**src/sv/perg_div.sv**
```systemverilog
// pipelined restoring divider, one quotient bit per stage
module perg_div #(
    parameter int DW = 13,
    parameter int QW = 32,
    parameter int SW = 1
) (
    input  logic          clk,
    input  logic          rst_n,
    input  logic          in_valid,
    input  logic [DW-1:0] rem0,
    input  logic [QW-1:0] num,
    input  logic [DW-1:0] den,
    input  logic [SW-1:0] side_in,
    output logic          out_valid,
    output logic [QW-1:0] quo,
    output logic [SW-1:0] side_out
);

    logic          valid_reg [1:QW];
    logic [DW-1:0] rem_reg   [1:QW];
    logic [QW-1:0] qn_reg    [1:QW];
    logic [DW-1:0] den_reg   [1:QW];
    logic [SW-1:0] side_reg  [1:QW];

    genvar s;
    generate
        for (s = 1; s <= QW; s++)
        begin : g_stage
            logic          v_in;
            logic [DW-1:0] r_in;
            logic [QW-1:0] q_in;
            logic [DW-1:0] d_in;
            logic [SW-1:0] sd_in;
            logic [DW:0]   trial;
            logic          ge;
            logic [DW-1:0] rem_next;
            logic [QW-1:0] qn_next;

            if (s == 1)
            begin : g_first
                assign v_in  = in_valid;
                assign r_in  = rem0;
                assign q_in  = num;
                assign d_in  = den;
                assign sd_in = side_in;
            end
            else
            begin : g_next
                assign v_in  = valid_reg[s-1];
                assign r_in  = rem_reg[s-1];
                assign q_in  = qn_reg[s-1];
                assign d_in  = den_reg[s-1];
                assign sd_in = side_reg[s-1];
            end

            assign trial    = {r_in, q_in[QW-1]};
            assign ge       = trial >= {1'b0, d_in};
            assign rem_next = ge ? DW'(trial - {1'b0, d_in}) : trial[DW-1:0];
            assign qn_next  = {q_in[QW-2:0], ge};

            always_ff @(posedge clk or negedge rst_n)
            begin
                if (!rst_n)
                begin
                    valid_reg[s] <= 1'b0;
                end
                else
                begin
                    valid_reg[s] <= v_in;
                end
            end

            always_ff @(posedge clk)
            begin
                rem_reg[s]  <= rem_next;
                qn_reg[s]   <= qn_next;
                den_reg[s]  <= d_in;
                side_reg[s] <= sd_in;
            end
        end
    endgenerate

    assign out_valid = valid_reg[QW];
    assign quo       = qn_reg[QW];
    assign side_out  = side_reg[QW];

endmodule

```
**config.mk**
```make
export PLATFORM = sky130hd
export DESIGN_NAME = perg_div
export DESIGN_NICKNAME = d
export VERILOG_FILES = /design/src/sv/perg_div.sv
export SDC_FILE = /design/constraint.sdc
export NUM_CORES = 2
export LEC_CHECK = 0
export ABC_CLOCK_PERIOD_IN_PS = 2400
export BUFFER_PORTS_ARGS = -buffer_cell sky130_fd_sc_hd__clkbuf_2
export CAP_MARGIN = 20
export CORE_MARGIN = 2
export CORE_UTILIZATION = 30
export DETAILED_ROUTE_END_ITERATION = 16
export SYNTH_ARGS = -nofsm -noshare
export SYNTH_HDL_FRONTEND = slang
export SYNTH_SLANG_ARGS = --single-unit
```
**constraint.sdc**
```tcl
create_clock -name clk -period 2.4 [get_ports clk]
set_input_delay 0.24 -clock clk [delete_from_list [all_inputs] [get_ports clk]]
set_output_delay 0.24 -clock clk [all_outputs]
set_load 0.02 [all_outputs]
```
# == Word-level counts from Yosys, hierarchy flattened ==
# Memory sizes are Yosys's and may differ from the RTL's.
# Cells that the tools add are included.
# word_totals
register_bits,32
ramBits,1888
inputBits,62
output_inout_bits,34
elab_cells,132
memories,4
# memory_table
name,depth,width,rd,rd_ports_with_merged_regs,wr,line,source
qn_reg,32,32,32,0,32,21,logic [QW-1:0] qn_reg [1:QW];
den_reg,32,13,31,0,32,22,logic [DW-1:0] den_reg [1:QW];
rem_reg,32,13,31,0,32,20,logic [DW-1:0] rem_reg [1:QW];
side_reg,32,1,32,0,32,23,logic [SW-1:0] side_reg [1:QW];
# op_classes
n_addsub,32
magnitude_cmp,32
muxes,32
# ops
cell,count
$ge A14 B13 Y1,32
$mux W13,32
$sub A13 B13 Y13,32

# == Longest topological paths before layout ==
# logic_depth
ltp_word,2
ltp_mapped,13
ltp_nobuf,12

# == Least setup slack after synthesis ==
# Ideal clock, no wire load.
# synth_timing
path_type,flip-flop to flip-flop
from,"register, netlist name qn_reg[4][63]"
to,"register, netlist name rem_reg[0][238]"
setup_time_ns,0.121
t_arrival_ns,2.521
required_ns,2.279
setup_slack_ns,-0.242
stages_incl_launch_ff,14
n_path_buf,2
period_less_slack_ns,2.642
cell_sequence,dfxtp_1 > inv_1 > ha_1 > inv_1 > fa_1 > a21o_1 > a21oi_2 > o21ai_1 > o21bai_1 > a21oi_1 > or4_1 > buf_2 > buf_6 > mux2_2

==> flow_summary.ini <==
[placement]
globalplace.congestion = 0.8606
dp_hpwl_microns = 81110
pre_cts_ws_ns = -0.2868
placed_area_sq_mm = 0.06823
portBuffers = 95

[layout]
nNetsFinal = 6759
syn2layout_area_growth_pct = 30.28
largest_reg_flops = 1024
fillers = 19520
final_area_sq_mm = 0.08025
layout-drive-gt1-share = 0.2497
fin_util = 0.3927

[die]
initial_core_util = 0.3014
rows = 166
pin_count = 96
chipWidth_microns = 457.1
die_h_microns = 457.1
coreArea_sq_mm = 0.2044
die-area_sq_mm = 0.2090

[yosys]
synth_common_cells = dfxtp_1 (1,862), inv_1 (542), ha_1 (416), nand2_1 (327), o21ai_0 (298)
yosys_warnings = 0
postSynthCellCount = 5380
ys_seq_area_frac = 0.6181
ys.flop_type = dfxtp_1
synth_seq_cells = 1894
syn-num-nets = 5889
async_reset_ff_frac = 0.01690
synthTopCellsByArea = dfxtp_1 (61%), ha_1 (8.4%), inv_1 (3.3%), mux2_2 (3.0%), o21ai_0 (2.4%)
syn_area_per_cell_sq_um = 11.45
synth_most_common_cell = dfxtp_1
ys_types = 70
yosysTopAreaCell = dfxtp_1
synth_edf_count = 0
netlist_area_sq_mm = 0.06160
yosysTopAreaCellShare = 0.6051

[sta]
tightestPinTransition_ns = 0.8522
setup-violations-final = 161
hold_viol = 0
fin_ws_ns = -0.2052
slew_viol_final = 0
final.setup.tns_ns = -15.00
fin_skew_ns = 0.05151
grt_setup_unrepaired = true
slew_headroom = 0.4284
fmax_mhz = 383.8
finalCriticalPeriod_ns = 2.605
finalCritPeriodShare = 1.086

[clocking]
cts_tree = yes
cts.sinks = 1894
clockBufferDepth = 3
clockRootBuffer = clkbuf_16
path_clk_slew_ns = 0.06
cts_made_buffers = 196
clock_latency_ns = 0.84
h-tree-depth = 4

[status]
outcome = finished with violations
failed_checks = setup timing

[min_path]
hold_class = input pin to register

[pwr]
power_density_mw_per_mm2 = 1542
power_leakage_nw = 36.02
power_mw = 123.8
ir_drop_v = 0.0007051

[global_routing]
grt_pass1_vias = 39570
grt_pass1_wl_microns = 192500
track_usage = 0.1108
met3_usage = 0.02467
met1_usage = 0.1315
antenna_found_initial = 2
overflow = 0
grt_util_met2 = 0.1937
grt-busiest-layer = met2
grt_start_max_net_pins = 28

[setup_path]
crit_type = register to register
crit_arrival_ns = 3.31
cp-end-kind = register
worst_ep_required_time_ns = 3.11
path_max_fanout = 7
cp-start-kind = register

[route]
drtIter0Drc = 1618
dr_total_vias = 38790
wl_per_cell_microns = 12.93
totalWireLength_microns = 117800
drt-pass1-iter-count = 5
vias_per_cell = 4.257
drc = 0
ant_nets = 0

[job]
maxCapViolations = 0
[cell families (layout without fill, tap and decap cells)]
logic type / count (synthesis) / count (layout) / synth area share
buffers and inverters: 608 / 1648 / 0.03757
other: 0 / 2 / 0
and+or+nand+nor: 937 / 937 / 0.07054
muxes: 194 / 194 / 0.03487
AOI/OAI and AO/OA: 1006 / 1009 / 0.1025
xor gates and xnor gates: 294 / 294 / 0.04180
DFF: 1894 / 1894 / 0.6181
adders and majority gates: 447 / 447 / 0.09457
[stage by stage]
stage / hold WS, ns / cells
3_3_place_gp: 0.3096 / 8459
6_report: 0.09394 / 9113
4_1_cts: 0.002249 / 9055
3_5_place_dp: 0.3120 / 8459
5_1_grt: 0.04438 / 9113
2_1_floorplan: -0.05559 / 5380
[critical path, stage by stage, from the launching register on]
cell	delay [ns]
dfxtp_2	0.31
inv_2	0.07
ha_4	0.14
inv_2	0.03
fa_2	0.32
a21o_1	0.17
a21oi_2	0.17
o21ai_2	0.07
o21bai_1	0.18
a21oi_1	0.11
or4_4	0.45
buf_6	0.16
mux2_2	0.28
[final cells by class]
class,count,area [sq um],area share
multi-input cells,2881,23420,0.2918
flip-flops and latches,1894,38140,0.4753
well taps,2688,3363,0.04191
inverters,543,2051,0.02555
clock buffers,281,5664,0.07058
clock inverters,90,1435,0.01788
repair buffers,734,6173,0.07692
diodes,2,5.005,0.00006236
[cell usage in the layout (no fill, tap or decap), types with 44 or more instances in the layout]
master,synthesis,final
nand2_1,327,282
nand2b_1,75,75
a21o_1,144,144
buf_6,1,81
dlygate4sd3_1,0,107
o21ai_2,0,60
xor2_1,141,141
clkbuf_2,0,95
a21oi_2,6,53
o21ai_0,298,219
buf_4,0,427
a21oi_1,266,209
nand4_1,45,45
nor3_1,84,78
inv_1,542,492
clkbuf_16,0,202
xnor2_1,153,152
inv_2,1,46
mux2_2,164,134
dfxtp_1,1862,1817
nor2_1,230,186
clkbuf_8,0,44
ha_1,416,389
nand3_1,56,51
[report_power, final]
group	total [mW]	internal, mW	switching [mW]
combinational	47.4	24.3	23.1
clock	31.9	19.1	12.8
sequential	44.5	40.5	3.99
total	124	83.9	39.9
[layer usage]
| metal | wire (microns) | up-vias | part of all wire |
|---|---|---|---|
| li1 | - | 19860 | - |
| met1 | 52070 | 18140 | 0.44 |
| met2 | 57770 | 540 | 0.49 |
| met3 | 4641 | 244 | 0.039 |
| met4 | 3326 | 0 | 0.028 |
| met5 | 0 | - | 0 |
[path summary, 6_finish.rpt]
check	from	endpoint	slack, ns	depth (start not counted)
setup / recovery	qn_reg[4][63]	rem_reg[0][245]	-0.21	12
hold / removal	num[8]	qn_reg[0][41]	0.09	2
setup reg to reg	qn_reg[4][63]	rem_reg[0][245]	-0.21	12
hold reg to reg	qn_reg[2][115]	qn_reg[3][20]	0.29	0
max in group asynchronous	rst_n	g_stage[29].v_in	0.38	4
min in group asynchronous	rst_n	g_stage[28].v_in	0.54	3
[timing repair]
item                                   CTS  global route
pin swaps                              107           184
gates cloned                            13             8
endpoints found under the hold margin   92             0
setup endpoints to repair              376           398
setup buffers                          107            69
hold buffers                           107             0
resized for setup                      283           419
Note: power is estimated with default switching activity, not from simulation.
